[src/rtl/kdj_pkg.sv]
// Shared types and constants for the KDJ stochastic oscillator core.
// No dependencies; imported by kdj_stochastic_oscillator_core.
`default_nettype none

package kdj_pkg;

  // Default build-time sizes
  localparam int DefWindowMax = 16;
  localparam int DefFracBits  = 16;

  // Fixed field widths
  localparam int PriceW = 32;
  localparam int CfgW   = 5;

  // Window length after reset
  localparam logic [CfgW-1:0] WlenReset = CfgW'(9);

  // Sequencer states
  typedef enum logic [3:0] {
    ST_IDLE,
    ST_SCAN,
    ST_RSV,
    ST_MUL,
    ST_DIV,
    ST_K3M,
    ST_K3F,
    ST_D3M,
    ST_D3F,
    ST_OUT
  } state_e;

endpackage

`default_nettype wire

[src/rtl/kdj_stochastic_oscillator_core.sv]
// KDJ stochastic oscillator: high/low history memories, window scan,
// serial RSV divider and K/D smoothing. Depends on kdj_pkg.
`default_nettype none

// Channel   Direction  Handshake                 Payload
// -------   ---------  ------------------------  ----------------------------------------
// in        sink       in_valid_i / in_stall_o   day_high_i day_low_i day_close_i restart_i
// out       source     out_valid_o / out_stall_i k_value_o d_value_o j_value_o
//                                                ready_res_o flat_window_o
// cfg       sink       cfg_we_i                  cfg_wdata_i (window_length)
//
// One item at a time. An item that does not fill the window, or that seeds it,
// goes straight to the output register. A full-window item scans its n newest
// days (n is the clamped window length) through the single read port of the
// history memories, then goes through the multiply, the bit-serial RSV divider
// and the two divide-by-3 steps. A flat or saturated window skips the divider.
// The next item is taken once the result sits in the output register; a stalled
// result holds the block only at the final hand-off.
// Reset clears control state, the window length to 9 and K/D to 50; the history
// memories are not cleared, only entries written since the last restart are read.

module kdj_stochastic_oscillator_core #(
  parameter int WINDOW_MAX = kdj_pkg::DefWindowMax,
  parameter int FRAC_BITS  = kdj_pkg::DefFracBits
) (
  input  wire logic                        clk_i,
  input  wire logic                        rst_ni,
  // configuration
  input  wire logic                        cfg_we_i,
  input  wire logic [kdj_pkg::CfgW-1:0]    cfg_wdata_i,
  // input channel
  input  wire logic                        in_valid_i,
  output logic                             in_stall_o,
  input  wire logic [kdj_pkg::PriceW-1:0]  day_high_i,
  input  wire logic [kdj_pkg::PriceW-1:0]  day_low_i,
  input  wire logic [kdj_pkg::PriceW-1:0]  day_close_i,
  input  wire logic                        restart_i,
  // output channel
  output logic                             out_valid_o,
  input  wire logic                        out_stall_i,
  output logic [FRAC_BITS+6:0]             k_value_o,
  output logic [FRAC_BITS+6:0]             d_value_o,
  output logic signed [FRAC_BITS+8:0]      j_value_o,
  output logic                             ready_res_o,
  output logic                             flat_window_o
);

  import kdj_pkg::*;

  // Widths
  localparam int KW  = FRAC_BITS + 7;           // K/D line and RSV quotient
  localparam int XW  = KW + 2;                  // 2*line + term, below 3*2^KW
  localparam int JW  = KW + 2;                  // signed J
  localparam int PW  = PriceW + KW;             // RSV numerator
  localparam int AW  = $clog2(WINDOW_MAX);      // history address
  localparam int CW  = $clog2(WINDOW_MAX + 1);  // day counter, holds WINDOW_MAX
  localparam int LW  = (CW > CfgW) ? CW : CfgW; // window length compare width
  localparam int DCW = $clog2(KW + 1);          // divider step counter

  localparam logic [KW-1:0] Fix50  = KW'(50) << FRAC_BITS;
  localparam logic [KW-1:0] Fix100 = KW'(100) << FRAC_BITS;
  localparam logic [XW-1:0] Recip3 = XW'(((XW + 1)'(1) << XW) / 3);
  localparam logic [AW-1:0] LastSlot = AW'(WINDOW_MAX - 1);

  // History memories
  logic [PriceW-1:0] high_mem [WINDOW_MAX];
  logic [PriceW-1:0] low_mem  [WINDOW_MAX];

  // Control state
  state_e            state_q, state_d;
  logic [CfgW-1:0]   wlen_q;
  logic [AW-1:0]     slot_q;
  logic [CW-1:0]     days_q;
  logic [KW-1:0]     k_q, d_q;
  logic [CW-1:0]     issue_left_q;
  logic              rd_vld_q;
  logic [DCW-1:0]    div_cnt_q;
  logic              res_ready_q;
  logic              flat_q;
  logic              out_valid_q;

  // Datapath registers
  logic [AW-1:0]     rd_addr_q;
  logic [PriceW-1:0] hi_rd_q, lo_rd_q;
  logic [PriceW-1:0] cl_q;
  logic [PriceW-1:0] whigh_q, wlow_q;
  logic [PriceW-1:0] diff_q, dvs_q;
  logic [PriceW-1:0] rem_q;
  logic [KW-1:0]     num_q;
  logic [XW-1:0]     x_q;
  logic [XW-1:0]     q0_q;
  logic [KW-1:0]     k_out_q, d_out_q;
  logic [JW-1:0]     j_out_q;
  logic              ready_out_q, flat_out_q;

  // Control strobes
  logic acc, rd_en, out_load;

  // Accept-time decode
  logic [LW-1:0]   wl_ext, n_eff;
  logic [CW-1:0]   n_c;
  logic [AW-1:0]   base_slot, slot_next;
  logic [CW-1:0]   base_days, days_new;
  logic            acc_wait, acc_seed;

  // Scan, RSV, divider, divide-by-3
  logic [AW-1:0]     addr_prev;
  logic              rsv_flat, cl_lo, cl_hi;
  logic [PW-1:0]     prod;
  logic [PriceW:0]   r2, r_sub;
  logic              ge;
  logic [PriceW-1:0] rem_next;
  logic [KW-1:0]     num_next;
  logic [2*XW-1:0]   m3;
  logic [XW-1:0]     r3, q3_full;
  logic [KW-1:0]     q3;
  logic [JW-1:0]     j_calc;

  // Clamp window length: 0 acts as 1, above WINDOW_MAX acts as WINDOW_MAX
  always_comb begin
    wl_ext = LW'(wlen_q);
    if (wl_ext == '0) begin
      n_eff = LW'(1);
    end else if (wl_ext > LW'(WINDOW_MAX)) begin
      n_eff = LW'(WINDOW_MAX);
    end else begin
      n_eff = wl_ext;
    end
    n_c = n_eff[CW-1:0];
  end

  // Restart clears history before the day is taken
  always_comb begin
    base_slot = restart_i ? '0 : slot_q;
    base_days = restart_i ? '0 : days_q;
    slot_next = (base_slot == LastSlot) ? '0 : base_slot + AW'(1);
    days_new  = (base_days < CW'(WINDOW_MAX)) ? base_days + CW'(1) : base_days;
    acc_wait  = days_new < n_c;
    acc_seed  = !acc_wait && (base_days < n_c);
  end

  assign addr_prev = (rd_addr_q == '0) ? LastSlot : rd_addr_q - AW'(1);

  // RSV decisions
  assign rsv_flat = whigh_q <= wlow_q;
  assign cl_lo    = cl_q <= wlow_q;
  assign cl_hi    = cl_q >= whigh_q;
  assign prod     = PW'(diff_q) * PW'(Fix100);

  // Restoring divider step, quotient shifts into num_q
  always_comb begin
    r2       = {rem_q, num_q[KW-1]};
    r_sub    = r2 - {1'b0, dvs_q};
    ge       = r2 >= {1'b0, dvs_q};
    rem_next = ge ? r_sub[PriceW-1:0] : r2[PriceW-1:0];
    num_next = {num_q[KW-2:0], ge};
  end

  // Divide by 3: reciprocal estimate then one correction
  always_comb begin
    m3      = {{XW{1'b0}}, x_q} * {{XW{1'b0}}, Recip3};
    r3      = x_q - (q0_q + {q0_q[XW-2:0], 1'b0});
    q3_full = (r3 >= XW'(3)) ? q0_q + XW'(1) : q0_q;
    q3      = q3_full[KW-1:0];
  end

  // J = 3K - 2D
  assign j_calc = ({2'b00, k_q} + {1'b0, k_q, 1'b0}) - {1'b0, d_q, 1'b0};

  // Next state
  always_comb begin
    state_d = state_q;
    case (state_q)
      ST_IDLE: begin
        if (acc) begin
          state_d = (acc_wait || acc_seed) ? ST_OUT : ST_SCAN;
        end
      end
      ST_SCAN: begin
        if (issue_left_q == '0 && rd_vld_q) begin
          state_d = ST_RSV;
        end
      end
      ST_RSV: begin
        if (rsv_flat) begin
          state_d = ST_D3M;
        end else if (cl_lo || cl_hi) begin
          state_d = ST_K3M;
        end else begin
          state_d = ST_MUL;
        end
      end
      ST_MUL:  state_d = ST_DIV;
      ST_DIV: begin
        if (div_cnt_q == DCW'(1)) begin
          state_d = ST_K3M;
        end
      end
      ST_K3M:  state_d = ST_K3F;
      ST_K3F:  state_d = ST_D3M;
      ST_D3M:  state_d = ST_D3F;
      ST_D3F:  state_d = ST_OUT;
      ST_OUT: begin
        if (out_load) begin
          state_d = ST_IDLE;
        end
      end
      default: state_d = ST_IDLE;
    endcase
  end

  // Strobes
  always_comb begin
    in_stall_o = 1'b1;
    rd_en      = 1'b0;
    out_load   = 1'b0;
    case (state_q)
      ST_IDLE: in_stall_o = 1'b0;
      ST_SCAN: rd_en      = issue_left_q != '0;
      ST_OUT:  out_load   = !out_valid_q || !out_stall_i;
      default: begin
        in_stall_o = 1'b1;
      end
    endcase
  end

  assign acc = in_valid_i && !in_stall_o;

  // Control registers
  always_ff @(posedge clk_i or negedge rst_ni) begin
    if (!rst_ni) begin
      state_q      <= ST_IDLE;
      wlen_q       <= WlenReset;
      slot_q       <= '0;
      days_q       <= '0;
      k_q          <= Fix50;
      d_q          <= Fix50;
      issue_left_q <= '0;
      rd_vld_q     <= 1'b0;
      div_cnt_q    <= '0;
      res_ready_q  <= 1'b0;
      flat_q       <= 1'b0;
      out_valid_q  <= 1'b0;
    end else begin
      state_q  <= state_d;
      rd_vld_q <= rd_en;
      if (cfg_we_i) begin
        wlen_q <= cfg_wdata_i;
      end
      if (acc) begin
        slot_q       <= slot_next;
        days_q       <= days_new;
        res_ready_q  <= !acc_wait;
        flat_q       <= 1'b0;
        issue_left_q <= (acc_wait || acc_seed) ? '0 : n_c;
        if (restart_i || acc_seed) begin
          k_q <= Fix50;
          d_q <= Fix50;
        end
      end
      if (rd_en) begin
        issue_left_q <= issue_left_q - CW'(1);
      end
      if (state_q == ST_RSV && rsv_flat) begin
        flat_q <= 1'b1;
      end
      if (state_q == ST_MUL) begin
        div_cnt_q <= DCW'(KW);
      end else if (state_q == ST_DIV) begin
        div_cnt_q <= div_cnt_q - DCW'(1);
      end
      if (state_q == ST_K3F) begin
        k_q <= q3;
      end
      if (state_q == ST_D3F) begin
        d_q <= q3;
      end
      if (out_load) begin
        out_valid_q <= 1'b1;
      end else if (!out_stall_i) begin
        out_valid_q <= 1'b0;
      end
    end
  end

  // History memories: write on accept, registered read during the scan
  always_ff @(posedge clk_i) begin
    if (acc) begin
      high_mem[base_slot] <= day_high_i;
      low_mem[base_slot]  <= day_low_i;
    end
    if (rd_en) begin
      hi_rd_q <= high_mem[rd_addr_q];
      lo_rd_q <= low_mem[rd_addr_q];
    end
  end

  // Datapath
  always_ff @(posedge clk_i) begin
    if (acc) begin
      cl_q      <= day_close_i;
      rd_addr_q <= base_slot;
      whigh_q   <= '0;
      wlow_q    <= '1;
    end
    if (rd_en) begin
      rd_addr_q <= addr_prev;
    end
    // fold in the newest-first window entries
    if (rd_vld_q) begin
      if (hi_rd_q > whigh_q) begin
        whigh_q <= hi_rd_q;
      end
      if (lo_rd_q < wlow_q) begin
        wlow_q <= lo_rd_q;
      end
    end
    case (state_q)
      ST_RSV: begin
        diff_q <= cl_q - wlow_q;
        dvs_q  <= whigh_q - wlow_q;
        if (rsv_flat) begin
          x_q <= {1'b0, d_q, 1'b0} + XW'(k_q);
        end else if (cl_lo) begin
          x_q <= {1'b0, k_q, 1'b0};
        end else begin
          x_q <= {1'b0, k_q, 1'b0} + XW'(Fix100);
        end
      end
      ST_MUL: begin
        rem_q <= prod[PW-1:KW];
        num_q <= prod[KW-1:0];
      end
      ST_DIV: begin
        rem_q <= rem_next;
        num_q <= num_next;
        x_q   <= {1'b0, k_q, 1'b0} + XW'(num_next);
      end
      ST_K3M, ST_D3M: begin
        q0_q <= m3[2*XW-1:XW];
      end
      ST_K3F: begin
        x_q <= {1'b0, d_q, 1'b0} + XW'(q3);
      end
      default: begin
        q0_q <= q0_q;
      end
    endcase
    if (out_load) begin
      k_out_q     <= res_ready_q ? k_q : '0;
      d_out_q     <= res_ready_q ? d_q : '0;
      j_out_q     <= res_ready_q ? j_calc : '0;
      ready_out_q <= res_ready_q;
      flat_out_q  <= flat_q;
    end
  end

  assign out_valid_o   = out_valid_q;
  assign k_value_o     = k_out_q;
  assign d_value_o     = d_out_q;
  assign j_value_o     = $signed(j_out_q);
  assign ready_res_o   = ready_out_q;
  assign flat_window_o = flat_out_q;

endmodule

`default_nettype wire

[config.mk]
export PLATFORM = sky130hd
export DESIGN_NAME = kdj_stochastic_oscillator_core
export DESIGN_NICKNAME = d
export VERILOG_FILES = /design/src/rtl/kdj_pkg.sv /design/src/rtl/kdj_stochastic_oscillator_core.sv
export SDC_FILE = /design/constraint.sdc
export NUM_CORES = 2
export LEC_CHECK = 0
export BUFFER_PORTS_ARGS = -buffer_cell sky130_fd_sc_hd__buf_4
export CORE_ASPECT_RATIO = 1.1
export CORE_MARGIN = 2
export CORE_UTILIZATION = 45
export DETAILED_ROUTE_END_ITERATION = 6
export GPL_TIMING_DRIVEN = 0
export SLEW_MARGIN = 20
export SYNTH_ARGS = -nofsm -noshare
export SYNTH_HDL_FRONTEND = slang
export SYNTH_SLANG_ARGS = --single-unit
[constraint.sdc]
create_clock -name clk_i -period 5.9 [get_ports clk_i]
set_clock_uncertainty 0.05 [all_clocks]
set_input_delay 0.295 -clock clk_i [delete_from_list [all_inputs] [get_ports clk_i]]
set_output_delay 0.295 -clock clk_i [all_outputs]
set_load 0.02 [all_outputs]
==> results_dict.tcl <==
set metrics [dict create \
    num_vias 53657 \
    std_cell_rows 166 \
    failed_checks "setup timing" \
    outcome "complete, but fails checks" \
    synth_cell_type_count 88 \
    mostFrequentLayoutCell "edfxtp_1" \
    synth_ff_type "edfxtp_1" \
    via_per_inst 5.705 \
    synth_nets 7215 \
    initial_core_util_pct 45.26 \
    synth_top_family_by_area "adder cells" \
    cts_tree "yes" \
    clkTransAtPathRegs_ns 0.06 \
    yosysSeqAreaShare_pct 52.48 \
    max_freq_mhz 150.4 \
    crit_arrival_ns 7.11 \
    drive_above_1_share_pct 18.66 \
    synth_edf_count 1364 \
    maxCapViolCount 0 \
    fp.dieArea_mm2 0.1907 \
    synth-adder-area-share_pct 16.79 \
    avgSynthCellArea_um2 13.70 \
    cts_sinks 1506 \
    clk_latency_ns 0.83 \
    cts_inserted_buffers 159 \
    cts_buffer_depth 3 \
    period_share_pct 112.7 \
    finalSetupViolations 38 \
    die_w_um 416.5 \
    min_path_type "primary input to asynchronous set/reset pin" \
    crit_path_start_kind "register" \
    required_ns 6.36 \
    root_buffer "clkbuf_16" \
    final_cells 9405 \
    ios 182 \
    grt_pass1_vias 54626 \
    yosys_register_bits 1506 \
    final_cell_mix "edfxtp_1, inv_1, ha_1" \
    cp_max_fo 5 \
    area_growth_syn_to_layout_pct 18.49 \
    portBuffers 180 \
    drc 0 \
    period_minus_slack_ns 6.648 \
    gr-usage-all-layers_pct 25.00 \
    drtAntennaViolNets 0 \
    core_mm2 0.1861 \
    nets 7899 \
    antenna_found_initial 21 \
    place_area_mm2 0.09081 \
    async_flop_share_pct 5.179 \
    syn-cell-area_mm2 0.08423 \
    synth_xor_area_share_pct 2.188 \
    grt_setup_unrepaired "yes" \
    grt_max_degree 79 \
    wl_per_cell_um 25.25 \
    synth_compound_area_share_pct 8.597 \
    h-tree-depth 4 \
    synthSimpleGateAreaFrac_pct 6.349 \
    die_h_um 457.8 \
    grt_pass1_wl_um 352500 \
    end_kind "register" \
    hpwl_um 177500 \
    slew_headroom_pct 27.65 \
    hold_viol_final 0 \
    critPathKind "register to register" \
    fin_ws_ns -0.7476 \
    design_area_mm2 0.09980 \
    muxShareOfSynthArea_pct 9.420 \
    dp.cells 8842 \
    wl_um 237400 \
    worst_pin_slew_ns 1.085 \
    overflow 0 \
    gp_congestion 0.9324 \
    drv_slew 0 \
    drt_iter0_drc 4317 \
    ys_warn_count 0 \
    drt_pre_antenna_iters 7 \
    netlist_instances 6149 \
]
-- worst paths after layout --
path | startpoint | endpoint | slack (ns) | cells after the start
min in group clk_i | day_close_i[9] | cl_q[9]$_DFFE_PP_ | 0.15 | 2
min | rst_ni | d_q[6]$_DFFE_PN0P_ | 0.04 | 2
max reg2reg | q0_q[1]$_DFFE_PP_ | x_q[23]$_DFFE_PP_ | -0.75 | 27
min reg2reg | res_ready_q$_DFFE_PN0P_ | ready_res_o$_DFFE_PP_ | 0.40 | 0
max | q0_q[1]$_DFFE_PP_ | x_q[23]$_DFFE_PP_ | -0.75 | 27
max in group asynchronous | rst_ni | div_cnt_q[0]$_DFFE_PN0P_ | 5.15 | 2
-- per-stage QoR --
step,utilization (%),setup TNS [ns],hold slack [ns],setup slack [ns]
6_report,53.63,-16.74,0.03962,-0.7476
5_1_grt,53.62,-23.20,0.1251,-0.9243
4_1_cts,53.09,-12.21,0.08771,-0.6710
3_5_place_dp,48.79,-55.35,0.3910,-1.771
3_3_place_gp,47.74,-4243.78,0.3812,-5.519
2_1_floorplan,-,-26.67,-0.05059,-0.1074
-- state kept, by name, indices dropped and copies added, names as in the netlist, 5 cells and up --
name          cells
days_q            5
d_value_o        23
dvs_q            32
low_mem         512
cl_q             32
rem_q            32
d_q              23
div_cnt_q         5
diff_q           32
high_mem        512
j_value_o        24
lo_rd_q          32
k_q              23
wlow_q           32
issue_left_q      5
k_value_o        23
hi_rd_q          32
wl_ext            5
x_q              25
whigh_q          32
q0_q             24
num_q            23
-- Yosys cell counts (13+ instances only) --
cell type	number	share of area (%)
edfxtp_1	1364	49
inv_1	758	3.4
ha_1	674	10
mux4_2	320	8.6
fa_1	285	6.8
nand2_1	280	1.2
a21oi_1	263	1.6
nor2_1	225	1.0
o21ai_0	201	1.2
a21o_1	157	1.4
xnor2_1	138	1.4
clkbuf_1	135	0.60
and2_1	98	0.73
nor3_1	84	0.50
nand3_1	75	0.45
dfrtp_1	70	2.1
xor2_1	68	0.71
dfxtp_1	64	1.5
nand4_1	64	0.48
mux2i_1	58	0.69
a211oi_1	55	0.49
nand2b_1	52	0.39
o211ai_1	46	0.41
o31a_1	46	0.48
o21a_1	45	0.40
nor2b_1	42	0.31
buf_1	35	0.16
a31oi_1	33	0.25
and3_1	30	0.22
o21bai_1	27	0.24
nor4_1	25	0.19
a211o_1	20	0.21
o31ai_1	19	0.17
or3_1	18	0.13
a21boi_0	16	0.14
or2_2	16	0.12
o221ai_1	15	0.16
a221oi_1	14	0.15
a22oi_1	13	0.12
mux2_2	13	0.17
o22ai_1	13	0.097
-- critical path: stages, from the launching register on --
cell and delay [ns]:
edfxtp_1 0.49, inv_2 0.09, fa_1 0.59, ha_4 0.24, a211oi_4 0.27, nor3_2 0.09
a222oi_1 0.27, buf_4 0.18, mux2_4 0.32, nor4_4 0.13, nand4_1 0.11, buf_4 0.16
or4_4 0.53, nor2_8 0.18, buf_8 0.16, nor2_2 0.05, xnor2_1 0.15, ha_1 0.32
o21ai_2 0.21, a21oi_4 0.06, o31ai_4 0.36, a31oi_4 0.14, a211o_1 0.32, nand2_2 0.10
nor3_2 0.06, a2111oi_2 0.24, mux2i_1 0.27, o211ai_1 0.17
-- area by class of cell --
| type | count | area [um^2] |
|---|---|---|
| Timing Repair Buffer | 529 | 5585 |
| Antenna cell | 3 | 7.507 |
| Inverter | 759 | 2874 |
| Buffer | 169 | 714.4 |
| Tap cell | 2436 | 3048 |
| Multi-Input combinational cell | 3709 | 38190 |
| Sequential cell | 1506 | 44200 |
| Clock buffer | 204 | 4232 |
| Fill cell | 15418 | 86300 |
| Clock inverter | 90 | 947.2 |
-- logic make-up (layout without fill, tap and decap cells) --
kind of cell | count (synthesis) | after routing
DFF | 1506 | 1506
AOI/OAI and AO/OA | 1084 | 1084
and+or+nand+nor | 1067 | 1067
adders and majority gates | 959 | 959
buffers and inverters | 934 | 1751
muxes | 391 | 391
xor gates and xnor gates | 208 | 208
other | 0 | 3
-- routing by layer --
layer / vias to the layer above / part of all wire [%] / global-route usage [%] / wire length, um
met5: - / 0.063 / 0 / 149
met4: 22 / 4.7 / 10.55 / 11120
met3: 419 / 5.0 / 3.356 / 11830
met2: 1545 / 50 / 43.33 / 119500
met1: 27316 / 40 / 31.48 / 94840
li1: 24355 / - / - / -
-- timing repair --
item | 4_1_cts | 5_1_grt
setup endpoints to repair | 48 | 45
pin swaps | 85 | 98
gates resized for setup | 186 | 127
hold buffers | 105 | 0
setup buffers | 116 | 55
endpoints found under the hold margin | 1148 | 0
Power is not shown: default switching activity piles up to over one toggle a cycle in this logic, so the estimate is an artifact.
